File: src/rtl/core/dcs_pkg.sv
// dcs_pkg: shared types and constants of the distinct-key counter.
// No dependencies; imported by every module in rtl/core but dcs_ram.
package dcs_pkg;

    localparam int DEF_PRECISION      = 14;
    localparam int DEF_EXACT_CAPACITY = 1024;
    localparam int KEY_W              = 64;
    localparam int RANK_W             = 6;
    localparam int EST_W              = 48;
    localparam int QDEPTH             = 2;

    localparam logic [63:0] XP1 = 64'h9E37_79B1_85EB_CA87;
    localparam logic [63:0] XP2 = 64'hC2B2_AE3D_27D4_EB4F;
    localparam logic [63:0] XP3 = 64'h1656_67B1_9E37_79F9;
    localparam logic [63:0] XP4 = 64'h85EB_CA77_C2B2_AE63;
    localparam logic [63:0] XP5 = 64'h27D4_EB2F_1656_67C5;
    localparam logic [63:0] ACC0_A = 64'h1_2345_6789 + XP5 + 64'd8;
    localparam logic [63:0] ACC0_B = 64'h9_8765_4321 + XP5 + 64'd8;
    localparam logic [31:0] LN2_Q32 = 32'hB172_17F7;

    typedef enum logic [1:0] {
        CMD_INSERT   = 2'd0,
        CMD_ESTIMATE = 2'd1,
        CMD_CLEAR    = 2'd2,
        CMD_NONE     = 2'd3
    } cmd_t;

    typedef struct packed {
        cmd_t              cmd;
        logic [KEY_W-1:0]  key;
    } dcs_item_t;

    typedef struct packed {
        logic clearing;
    } dcs_status_t;

endpackage

File: src/rtl/core/dcs_front.sv
// dcs_front: input beat acceptance, command classification and a short queue.
// Depends on dcs_pkg.
module dcs_front
    import dcs_pkg::*;
(
    input  logic        clk,
    input  logic        rst_n,
    input  logic        s_tvalid,
    output logic        s_tready,
    input  logic [63:0] s_tdata,   // key
    input  logic [1:0]  s_tuser,   // command
    input  dcs_status_t status,
    output logic        q_valid,
    output dcs_item_t   q_item,
    input  logic        q_pop
);

    localparam int QAW = $clog2(QDEPTH);

    dcs_item_t       q_mem_reg [QDEPTH];
    logic [QAW-1:0]  wr_ptr_reg;
    logic [QAW-1:0]  rd_ptr_reg;
    logic [QAW:0]    count_reg;
    logic            push;
    logic            pop;
    cmd_t            cmd;

    assign cmd      = cmd_t'(s_tuser);
    assign s_tready = (count_reg < (QAW+1)'(QDEPTH)) && !status.clearing;
    assign push     = s_tvalid && s_tready && (cmd != CMD_NONE);
    assign pop      = q_pop && q_valid;
    assign q_valid  = (count_reg != '0);
    assign q_item   = q_mem_reg[rd_ptr_reg];

    always_ff @(posedge clk or negedge rst_n)
    begin
        if (!rst_n)
        begin
            wr_ptr_reg <= '0;
            rd_ptr_reg <= '0;
            count_reg  <= '0;
        end
        else
        begin
            if (push)
            begin
                q_mem_reg[wr_ptr_reg] <= '{cmd: cmd, key: s_tdata};
                wr_ptr_reg            <= wr_ptr_reg + 1'b1;
            end
            if (pop)
            begin
                rd_ptr_reg <= rd_ptr_reg + 1'b1;
            end
            if (push && !pop)
            begin
                count_reg <= count_reg + 1'b1;
            end
            else if (pop && !push)
            begin
                count_reg <= count_reg - 1'b1;
            end
        end
    end

    a_count_bound: assert property (@(posedge clk) disable iff (!rst_n)
        count_reg <= (QAW+1)'(QDEPTH))
        else $error("queue overfilled");

    a_no_take_clearing: assert property (@(posedge clk) disable iff (!rst_n)
        status.clearing |-> !push)
        else $error("beat taken during clearing pass");

endmodule

File: config.mk
export PLATFORM = sky130hd
export DESIGN_NAME = dcs_front
export DESIGN_NICKNAME = d
export VERILOG_FILES = /design/src/rtl/core/dcs_pkg.sv /design/src/rtl/core/dcs_front.sv
export SDC_FILE = /design/constraint.sdc
export NUM_CORES = 1
export LEC_CHECK = 0
export BUFFER_PORTS_ARGS = -buffer_cell sky130_fd_sc_hd__buf_2
export CORE_MARGIN = 4
export CORE_UTILIZATION = 47
export CTS_CLUSTER_SIZE = 28
export DETAILED_ROUTE_END_ITERATION = 6
export PLACE_DENSITY = 0.82
export SYNTH_ARGS = -nofsm -noshare
export SYNTH_HDL_FRONTEND = slang
export SYNTH_SLANG_ARGS = --single-unit
File: constraint.sdc
create_clock -name clk -period 6.35 [get_ports clk]
set_input_delay 1.27 -clock clk [delete_from_list [all_inputs] [get_ports clk]]
set_output_delay 1.27 -clock clk [all_outputs]
set_load 0.01 [all_outputs]
# == Yosys cells after proc, flatten, opt, wreduce, memory -nomap -nowiden ==
# Memories as Yosys holds them, arrays and structs flattened.
# Index checks and enable logic that the tools add are counted.
# op_classes
n_addsub,4
order_cmp,1
eq_ne,1
mux,4
n_reduce_logical,12
# ops
cell,n
logical AND 1 bit,7
2-to-1 mux 2 bit,2
nonzero test 2 bit,2
logical NOT 1 bit,3
adder 1 bit (second input constant),2
adder 2 x 1 -> 2 bit (second input constant),1
less-than comparator 2 bit (second input constant),1
2-to-1 mux 1 bit,2
!= test 2 bit (second input constant),1
subtractor 2 x 1 -> 2 bit (second input constant),1
# totals
regBits,4
ram_bits,132
inputBits,71
out_inout_bits,68
wordCells,26
memories,1
# mem_list
name,depth,word_bits,rd,rd_ports_with_merged_regs,write_ports,line,source
q_mem_reg,2,66,1,0,1,dcs_front.sv:20,dcs_item_t q_mem_reg [QDEPTH];

# == Longest topological paths before layout ==
# Gate-level depths: netlist of run 1.
# depth
word_depth,8
ltp_mapped,7
depth_no_buf,7

# == Worst setup path after synthesis of run 1 ==
# No wires, ideal clock.
# synth_timing
path_kind,input port to flip-flop
from,input port status
to,memory q_mem_reg[0][0] in the netlist's numbering (enable)
setup_time_ns,0.585
arrival_ns,6.547
t_required_ns,5.765
slack_ns,-0.782
stages,3
n_path_buf,0
path_cell_list,nor2_1 > nand3_1 > nor3b_1
# synth_between
elab_chain_cells,7
# synth_lines
item,line,source
start: declaration,dcs_front.sv:12,"input dcs_status_t status,"
logical NOT 1 bit,dcs_front.sv:29,assign s_tready = (count_reg < (QAW+1)'(QDEPTH)) && !status.clearing;
logical AND 1 bit,dcs_front.sv:29,
logical AND 1 bit (2 in series),dcs_front.sv:30,assign push = s_tvalid && s_tready && (cmd != CMD_NONE);
2-to-1 mux 1 bit,dcs_front.sv:45,if (push)
logical AND 1 bit (implied by the code),dcs_front.sv:47,"q_mem_reg[wr_ptr_reg] <= '{cmd: cmd, key: s_tdata};"
2-to-1 mux 1 bit (implied by the code),dcs_front.sv:47,
end: declaration,dcs_front.sv:20,
# No other way between the ends.

==> run metrics, run 1 <==
share of the synthesized area in the top cell type=0.7809; Slew HR=0.2919; Chip Height=111.9 um; area leader, netlist=edfxtp_1; clock skew=0.006948 ns; Setup CP Type=register to primary output; RR Endpoint=q_mem_reg[1][4]; Slew Limit Fails=0; startpoint type of the worst setup path=register; global-route wire length before repair=13.90 mm; antenna-violating nets left=0; Cell Pwr Density=395.6 nW/um2; Diodes inserted=0; Critical Path RT=5.08 ns; Post-Route WL=8.875 mm; CTS Buffer Depth=2; Hold Path Depth=1; initial drt markers=97; FFs w/ async S/R, synth=0.02941; synthesized cell area=5076 um2; worst skew pair latency=0.50 ns; Root Buffer=clkbuf_8; Yosys reg bits=136; largest net degree at the start of global routing=68; vias per std cell=4.884; Slew @ Worst Pin=1.062 ns; main flop type after synthesis=edfxtp_1; Initial Util=0.4873; die width=111.9 um; cell count after synthesis=224; RSZ-0062 raised after global routing=no; total core area=10,420 um2; final RePlAce weighted congestion=0.6702; leak pwr=2.496 nW; count leader, synth=edfxtp_1; FMAX=284.5 MHz; post-DP HPWL=5.730 mm; final hold violations=0; H-tree Lvls=4; Register-to-Register Path Depth=4; Post-CTS Setup Bufs=0; Util after Layout=0.6193; CTS hold repair buffers=0; crit path max fanout=67; share of cells above drive strength 1=0.6015; via count=2,564; status=finished clean; IO Port Bufs=138; Final setup viols=0; Total Routing Usage GR=0.1453; number of global-route vias before repair=2,828; die area=12,530 um2; post-synthesis net count=296; Tmin final=3.514 ns; CTS tree=done; fin nets=448; Clock Pin Slew Worst Setup and Hold Paths=0.06 ns; Crit Reg-Reg Startpoint=count_reg[1]; CP Data Arrival Time=2.24 ns; initial antenna violation count=1; max-cap violation count=0; WL/cell=16.90 um; # clock sinks=136; Syn. warnings=0; Hold Crit Class=register to register; fin crit share=0.5535; cell row count=37; ranking of synthesized cells by area=edfxtp_1, mux2_4, mux2_2; total gr overflow=0; Num CTS Buffers=17; number of flops mapped to enable cells by yosys=132; Critical Path End Type=primary output; Netlist cell types=17; synth cell count leaders=edfxtp_1, mux2_2, mux2_4, dfrtp_1; area growth from synthesis to final layout=27.09%; sequential element share of the synthesized area=0.8006; max reg flops=132; post-route setup TNS=0 ns; average size of a mapped cell=22.66 um2; drt pass-1 iters=4; peak supply drop=324.9 uV; CTS-repair resized insts=0; Hold Path Sink=count_reg[1]; Hold Startpoint=count_reg[1]; IO Count=139; Fill cells=772; R2R Setup Slk=4.22 ns; DRC=0
worst max-delay path, cell delays in order (launching register included):
cell and delay (ns):
dfrtp_4 1.08, mux2_2 0.43, buf_2 0.14
cells by family after synthesis:
logic type	after synthesis	share of synthesized area
flip-flops	136	0.8006
adder cells (fa/ha/maj)	1	0.002464
AND/OR/NAND/NOR	8	0.007890
buffers and inverters	8	0.01183
multiplexers	66	0.1686
XOR/XNOR	5	0.008629
metal layers:
| metal | part of all wire | GRT usage | wire [um] |
|---|---|---|---|
| met4 | 0.016 | 0.05839 | 142 |
| met2 | 0.52 | 0.2554 | 4612 |
| met3 | 0.067 | 0.05435 | 598 |
| met1 | 0.40 | 0.1585 | 3509 |
| met5 | 0.0012 | 0 | 11 |
report_power, final:
group          switching, mW  internal (mW)  leakage, nW
clock network          0.333          0.551        0.260
logic                  0.195          0.317        0.999
registers              0.116           1.04         1.24
total                  0.644           1.91         2.50
through the flow:
stage	hold WS, ns	worst slack, ns	cells	total power [mW]	cell area [um2]
2_1_floorplan	0.4559	1.560	224	1.514	5081
3_3_place_gp	0.4717	3.322	493	1.689	5916
3_5_place_dp	0.4858	3.227	493	1.699	5916
4_1_cts	0.4973	2.810	525	2.584	6451
5_1_grt	0.5227	2.730	525	2.666	6451
6_report	0.4965	2.836	525	2.552	6451
cell type report:
type	count	area, um2	share of cell area
clock buffers	21	429.2	0.06652
clock inverters	11	106.4	0.01649
inverters	1	3.754	0.0005818
multi-input cells	80	968.4	0.1501
flip-flops and latches	136	4068	0.6305
well taps	136	170.2	0.02638
repair buffers	140	705.7	0.1094
cell usage in the layout, fill, tap and decap left out, drive strengths merged:
cell type    n
nand2        2
buf        140
xor2         2
nand3        1
ha           1
and3         1
xnor2        3
dfrtp        4
clkinv       8
or2          1
edfxtp     132
mux2        66
clkbuf      21
clkinvlp     1
nor3b        1
bufinv       2
inv          1
nor2         2
worst max-delay path by stage:
stage,end,depth (start not counted),startpoint,slack (ns)
3_5_place_dp,q_mem_reg[1][7],5,status,3.23
6_report,q_item[47],2,rd_ptr_reg,2.84
3_3_place_gp,q_mem_reg[1][1],5,status,3.32
4_1_cts,q_item[39],2,rd_ptr_reg,2.81
5_1_grt,q_item[45],2,rd_ptr_reg,2.73
2_1_floorplan,q_mem_reg[0][0],3,status,1.56
(Power assumes the default switching activity.)
==> run 2, diff against run 1 <==
--- a/config.mk
+++ b/config.mk
@@ -5,6 +5,7 @@
 export SDC_FILE = /design/constraint.sdc
 export NUM_CORES = 1
 export LEC_CHECK = 0
+export ABC_AREA = 1
 export BUFFER_PORTS_ARGS = -buffer_cell sky130_fd_sc_hd__buf_2
 export CORE_MARGIN = 4
 export CORE_UTILIZATION = 47
==> constraint.sdc (replaced) <==
create_clock -name clk -period 3.2 [get_ports clk]
set_input_delay 0.64 -clock clk [delete_from_list [all_inputs] [get_ports clk]]
set_output_delay 0.64 -clock clk [all_outputs]
set_load 0.01 [all_outputs]
==> run 2 against run 1 <==
  * Cell area up 0.23%
  * Combinational power rose to 2.7 times the previous value
  * Non-clock buffer count up 5
  * Synthesized area down 0.49%
  * Setup slack worse by 2.2 ns
  * Final cell count up 29%
  * Largest cell class unchanged
  * Core utilization up 0.14 points
==> run metrics, run 2 <==
number of flops mapped to enable cells by yosys=132 (unchanged); Seq pwr share=0.393 (-0.060); Net Sw Frac=0.2932 (+0.04084); Initial Util=0.4849 (-0.002402); Post-CTS Setup Bufs=0 (unchanged); commonest non-fill, non-tap cell in the layout=nand2_1; antenna-violating nets left=0 (unchanged); FFs w/ async S/R, synth=0.02941 (unchanged); compound-cell area share of the yosys netlist=0 (unchanged); cell row count=37 (unchanged); FMAX=386.3 MHz; final hold violations=0 (unchanged); post-synthesis net count=450 (+52%); post-DP HPWL=6.299 mm (+9.9%); die width=111.7 um (-0.23%); Highest Signal Layer=met4; final RePlAce weighted congestion=0.7444 (+11%); crit path max fanout=34 (-49%); Fill cells=799 (+3.5%); leak pwr=2.796 nW (+12%); simple logic cell fraction of the synthesized area=0.1632 (+0.1554); Hold Crit Class=input pin to register; largest family of logic cells by synthesized area=simple AND/OR/NAND/NOR gates; number of global-route vias before repair=3,299 (+17%); Clock Pin Slew Worst Setup and Hold Paths=0.06 ns (about the same); Synth Area in XOR/XNOR=0.001734 (-0.006893); average size of a mapped cell=13.36 um2 (-41%); area growth from synthesis to final layout=28.02%; WL met3=606 um (+1.3%); final worst-path setup slack=0.6110 ns (-2.225 ns); synth cell count leaders=nand2_1, edfxtp_1, buf_2, inv_1, buf_6; die area=12,470 um2 (-0.46%); Diodes inserted=0 (unchanged); max reg flops=132 (unchanged); area leader, netlist=edfxtp_1; initial antenna violation count=0 (-1); Yosys reg bits=136 (unchanged); IO Port Bufs=138 (unchanged); Setup CP Type=register to primary output; Total Routing Usage GR=0.1581 (+0.01281); Slew @ Worst Pin=0.7040 ns (-0.3581 ns); fin crit share=0.8090; Tmin final=2.589 ns; vias per std cell=4.696 (-3.8%); global-route wire length before repair=15.41 mm (+11%); synthesized cell area=5051 um2 (-0.49%); peak supply drop=408.3 uV (+26%); CTS hold repair buffers=1 (+1); fin nets=599 (+34%); sequential element share of the synthesized area=0.8046 (+0.003966); Syn. warnings=0 (unchanged); switching pwr=1.565 mW (+140%); RSZ-0062 raised after global routing=no; placed insts=643 (+30%); share of the synthesized area in the top cell type=0.7847 (+0.003869); CTS-repair resized insts=0 (unchanged); total core area=10,420 um2 (unchanged); share of cells above drive strength 1=0.3191 (-0.2824); ranking of synthesized cells by area=edfxtp_1, nand2_1, dfrtp_1; initial drt markers=161 (+66%); Non-Filler Instances=675 (+29%); drt pass-1 iters=4 (unchanged); Slew HR=0.5307 (+0.2387); post-route setup TNS=0 ns (unchanged); clock network power share=0.352 (+0.006); Netlist cell types=14 (-3); Comb power frac=0.255 (+0.054); Cell Pwr Density=825.3 nW/um2 (+110%); startpoint type of the worst setup path=register; met2 WL post-DR=5.170 mm (+12%); most frequent cells in the layout=nand2_1, buf_2, edfxtp_1; Power, Total=5.337 mW (+110%); Internal Pwr Total=3.772 mW (+98%); main flop type after synthesis=edfxtp_1; R2R Setup Slk=1.43 ns (-2.79 ns); Critical Path End Type=primary output; max-cap violation count=0 (unchanged); H-tree Lvls=4 (unchanged); worst skew pair latency=0.50 ns (about the same); cell count after synthesis=378 (+69%); Num CTS Buffers=17 (unchanged); count leader, synth=nand2_1; CP Data Arrival Time=1.95 ns (-0.29 ns); wl on met1=3.751 mm (+6.9%); CTS tree=done; # clock sinks=136 (unchanged); via count=3,170 (+24%); Post-Route WL=9.642 mm (+8.6%); Root Buffer=clkbuf_8; Critical Path RT=2.56 ns (-2.52 ns); WL/cell=14.28 um (-16%); DRC=0 (unchanged); largest net degree at the start of global routing=68 (unchanged); Chip Height=111.7 um (-0.23%); total gr overflow=0 (unchanged); IO Count=139 (unchanged); mux share of post-synthesis cell area=0 (-0.1686); Post-Place Worst Slack=1.059 ns (-2.168 ns); CTS Buffer Depth=2 (unchanged); status=finished clean; Synth Area in Adders=0.002477 (+0.00001221); Slew Limit Fails=0 (unchanged); Final setup viols=0 (unchanged); clock skew=0.006341 ns (-0.0006068 ns)
[run 2: changes by cell type after synthesis, sizes merged]
cell   before  now
inv         1    8
xor2        2    0
nand2       2  209
xnor2       3    1
nand3       1    3
mux2       66    0
nor3        0    1
or2         1    0
and3        1    0
nor3b       1    0
nand4       0    2
buf         7   15
[run 2: worst paths after layout]
kind / start / endpoint / depth (start not counted)
worst min register to register: wr_ptr_reg / wr_ptr_reg / 2
worst max register to register: count_reg[1] / q_mem_reg[0][15] / 4
worst max-delay path: rd_ptr_reg / q_item[36] / 5
worst min-delay path: s_tdata[31] / q_mem_reg[1][31] / 1
max in group asynchronous: rst_n / rd_ptr_reg / 2
min in group asynchronous: rst_n / wr_ptr_reg / 2
[run 2: area by class of cell]
cell class                 count  area (um2)  share of cell area
sequential                   136        4065              0.6287
multi-input combinational    219       864.6              0.1337
timing repair buffer         145       758.2              0.1173
clock inverter                13       160.2             0.02477
clock buffer                  18       417.9             0.06463
tap                          136       170.2             0.02632
inverter                       8       30.03            0.004644
[run 2: logic make-up after synthesis]
kind of cell,after synthesis
XOR/XNOR,1
flip-flops,136
adder cells (fa/ha/maj),1
AND/OR/NAND/NOR,217
buffers and inverters,23
[run 2: stage by stage]
stage,area [um2],utilization,hold slack [ns]
detailed placement,5878,0.5643,0.4607
CTS,6466,0.6208,0.2941
finish,6466,0.6208,0.3220
floorplan,5070,-,0.3444
global placement,5878,0.5643,0.4544
global route,6466,0.6208,0.2897
[run 2: power by group through the flow]
stage          clock network [mW]  registers [mW]  logic [mW]
4_1_cts                      1.92            2.10        1.40
3_5_place_dp                    0            2.13        1.38
6_report                     1.88            2.10        1.36
5_1_grt                      2.02            2.10        1.51
3_3_place_gp                    0            2.13        1.35
2_1_floorplan                   0            2.12       0.882
[run 2: per-layer routing]
layer	vias to the layer above	global-route usage
li1	1567	-
met1	1481	0.1712
met2	111	0.2850
met3	11	0.05272
met4	0	0.06164
met5	-	0
[run 2: critical path, stage by stage (launching register included)]
cell	delay, ns
dfrtp_2	0.40
inv_2	0.44
buf_12	0.27
nand2_1	0.08
nand2_1	0.08
buf_2	0.14
==> run 3, diff against run 2 <==
--- a/config.mk
+++ b/config.mk
@@ -5,13 +5,13 @@
 export SDC_FILE = /design/constraint.sdc
 export NUM_CORES = 1
 export LEC_CHECK = 0
-export ABC_AREA = 1
+export ABC_AREA = 0
 export BUFFER_PORTS_ARGS = -buffer_cell sky130_fd_sc_hd__buf_2
 export CORE_MARGIN = 4
-export CORE_UTILIZATION = 47
+export CORE_UTILIZATION = 50
 export CTS_CLUSTER_SIZE = 28
 export DETAILED_ROUTE_END_ITERATION = 6
-export PLACE_DENSITY = 0.82
+export PLACE_DENSITY = 0.83
 export SYNTH_ARGS = -nofsm -noshare
 export SYNTH_HDL_FRONTEND = slang
 export SYNTH_SLANG_ARGS = --single-unit
==> constraint.sdc (replaced) <==
create_clock -name clk -period 2.49 [get_ports clk]
set_input_delay 0.498 -clock clk [delete_from_list [all_inputs] [get_ports clk]]
set_output_delay 0.498 -clock clk [all_outputs]
set_load 0.01 [all_outputs]
==> run 3 against run 2 <==
  * Global-route usage about the same
  * Die area down 5.1%
  * Setup slack lost 0.42 ns
  * Core utilization is 5.3 points higher
  * Sequential share of layout area down 1.4 points
  * Register-to-register slack worse by 0.66 ns
  * Non-clock buffer count increased by 2
  * Largest power group unchanged
==> run metrics, run 3 (synthesis results as in run 1) <==
Num CTS Buffers=17 (unchanged); die area=11,830 um2 (-5.1%); Diodes inserted=0 (unchanged); Slew HR=0.6925 (+0.1619); Tmin final=2.295 ns; largest net degree at the start of global routing=35 (-49%); final RePlAce weighted congestion=0.6773 (-9.0%); area growth from synthesis to final layout=30.34%; global-route wire length before repair=13.48 mm (-12%); Slew Limit Fails=0 (unchanged); CP Data Arrival Time=1.80 ns (-0.15 ns); final hold violations=0 (unchanged); Post-Route WL=8.946 mm (-7.2%); Hold Crit Class=input pin to register; number of global-route vias before repair=2,773 (-16%); status=finished clean; Util after Layout=0.6738 (+0.05302); FMAX=435.6 MHz; Post-Layout Inst Area=6616 um2 (+2.3%); WL/cell=16.91 um (+18%); CTS Buffer Depth=2 (unchanged); cell row count=36 (-2.7%); Placed Instance Area=5991 um2 (+1.9%); commonest non-fill, non-tap cell in the layout=buf_2; share of cells above drive strength 1=0.6237 (+0.3046); fin crit share=0.9219; initial antenna violation count=0 (unchanged); hold slack=0.1732 ns (-0.1488 ns); Fill cells=704 (-12%); R2R Setup Slk=0.77 ns (-0.66 ns); leak pwr=2.571 nW (-8.0%); die width=108.8 um (-2.6%); vias per std cell=4.860 (+3.5%); RSZ-0062 raised after global routing=no; IO Count=139 (unchanged); Initial Util=0.5169 (+0.03202); startpoint type of the worst setup path=register; Register-to-Register Path Depth=5 (+1); Hold Path Depth=1 (unchanged); max reg flops=132 (unchanged); Final setup viols=0 (unchanged); Chip Height=108.8 um (-2.6%); Clock Pin Slew Worst Setup and Hold Paths=0.06 ns (about the same); Slew @ Worst Pin=0.4612 ns (-0.2428 ns); post-DP HPWL=5.968 mm (-5.3%); Critical Path RT=1.99 ns (-0.57 ns); fin nets=455 (-24%); antenna-violating nets left=0 (unchanged); via count=2,571 (-19%); Total Routing Usage GR=0.1577 (-0.0003861); Root Buffer=clkbuf_8; Setup CP Type=register to primary output; total gr overflow=0 (unchanged); # clock sinks=136 (unchanged); Critical Path End Type=primary output; worst skew pair latency=0.51 ns (about the same); IO Port Bufs=138 (unchanged); CTS tree=done; crit path max fanout=11 (-68%); initial drt markers=106 (-34%); H-tree Lvls=4 (unchanged); max-cap violation count=0 (unchanged); DRC=0 (unchanged); peak supply drop=586.5 uV (+44%); CTS-repair resized insts=0 (unchanged); drt pass-1 iters=4 (unchanged); total core area=9819 um2 (-5.7%); Cell Pwr Density=1040 nW/um2 (+26%); clock skew=0.004025 ns (-0.002317 ns); most frequent cells in the layout=buf_2, edfxtp_1, mux2_2
[run 3: changes by cell type in the layout (fill, tap and decap cells not counted), moves of 2 or more]
cell / delta
nand2_1: -207
mux2_2: +36
mux2_4: +30
inv_1: -6
clkinv_1: -5
nand3_1: -3
clkinv_4: +2
clkinvlp_4: +2
nand4_1: -2
xnor2_1: +2
xor2_1: +2
[run 3: power by group]
part | switching [mW] | total (mW) | leakage (nW) | internal, mW
logic | 0.739 | 1.62 | 1.05 | 0.885
clock network | 0.883 | 2.50 | 0.285 | 1.62
registers | 0.0984 | 2.75 | 1.24 | 2.66
[run 3: final cells by class]
class / count / area, um2 / area share
Clock buffer: 19 / 421.7 / 0.06373
Timing Repair Buffer: 147 / 793.3 / 0.1199
Multi-Input combinational cell: 80 / 984.7 / 0.1488
Inverter: 1 / 3.754 / 0.0005673
Sequential cell: 136 / 4068 / 0.6148
Clock inverter: 13 / 178.9 / 0.02704
Tap cell: 133 / 166.4 / 0.02515
[run 3: per-stage QoR]
| step | setup slack (ns) | TNS, ns | std cells | total power [mW] |
|---|---|---|---|---|
| 2_1_floorplan | -0.3893 | -25.69 | 224 | 3.874 |
| 3_3_place_gp | 0.5852 | 0 | 495 | 4.388 |
| 3_5_place_dp | 0.5581 | 0 | 495 | 4.417 |
| 4_1_cts | 0.006155 | 0 | 528 | 6.930 |
| 5_1_grt | 0.1011 | 0 | 529 | 7.184 |
| 6_report | 0.1946 | 0 | 529 | 6.879 |
[run 3: critical path, stage by stage (launching register included)]
cell and delay (ns):
dfrtp_4 0.55, buf_4 0.25, mux2_2 0.35, buf_2 0.14
[run 3: what timing repair did]
action | in CTS | in global routing
endpoints found under the hold margin | 4 | 0
buffers inserted | 0 | 1
hold buffers | 1 | 0
endpoints found under the setup margin | 0 | 20
[run 3: routing by layer]
metal  part of all wire  global-route usage
met1               0.38              0.1682
met3              0.072             0.07105
met4              0.017             0.06132
met5                  0                   0
met2               0.53              0.2736
[run 3: final timing paths]
kind / start / endpoint
worst max register to register: count_reg[1] / q_mem_reg[1][24]
worst min-delay path: s_tdata[32] / q_mem_reg[1][32]
worst max-delay path: rd_ptr_reg / q_item[44]
min in group asynchronous: rst_n / wr_ptr_reg
worst min register to register: count_reg[0] / count_reg[0]
max in group asynchronous: rst_n / rd_ptr_reg
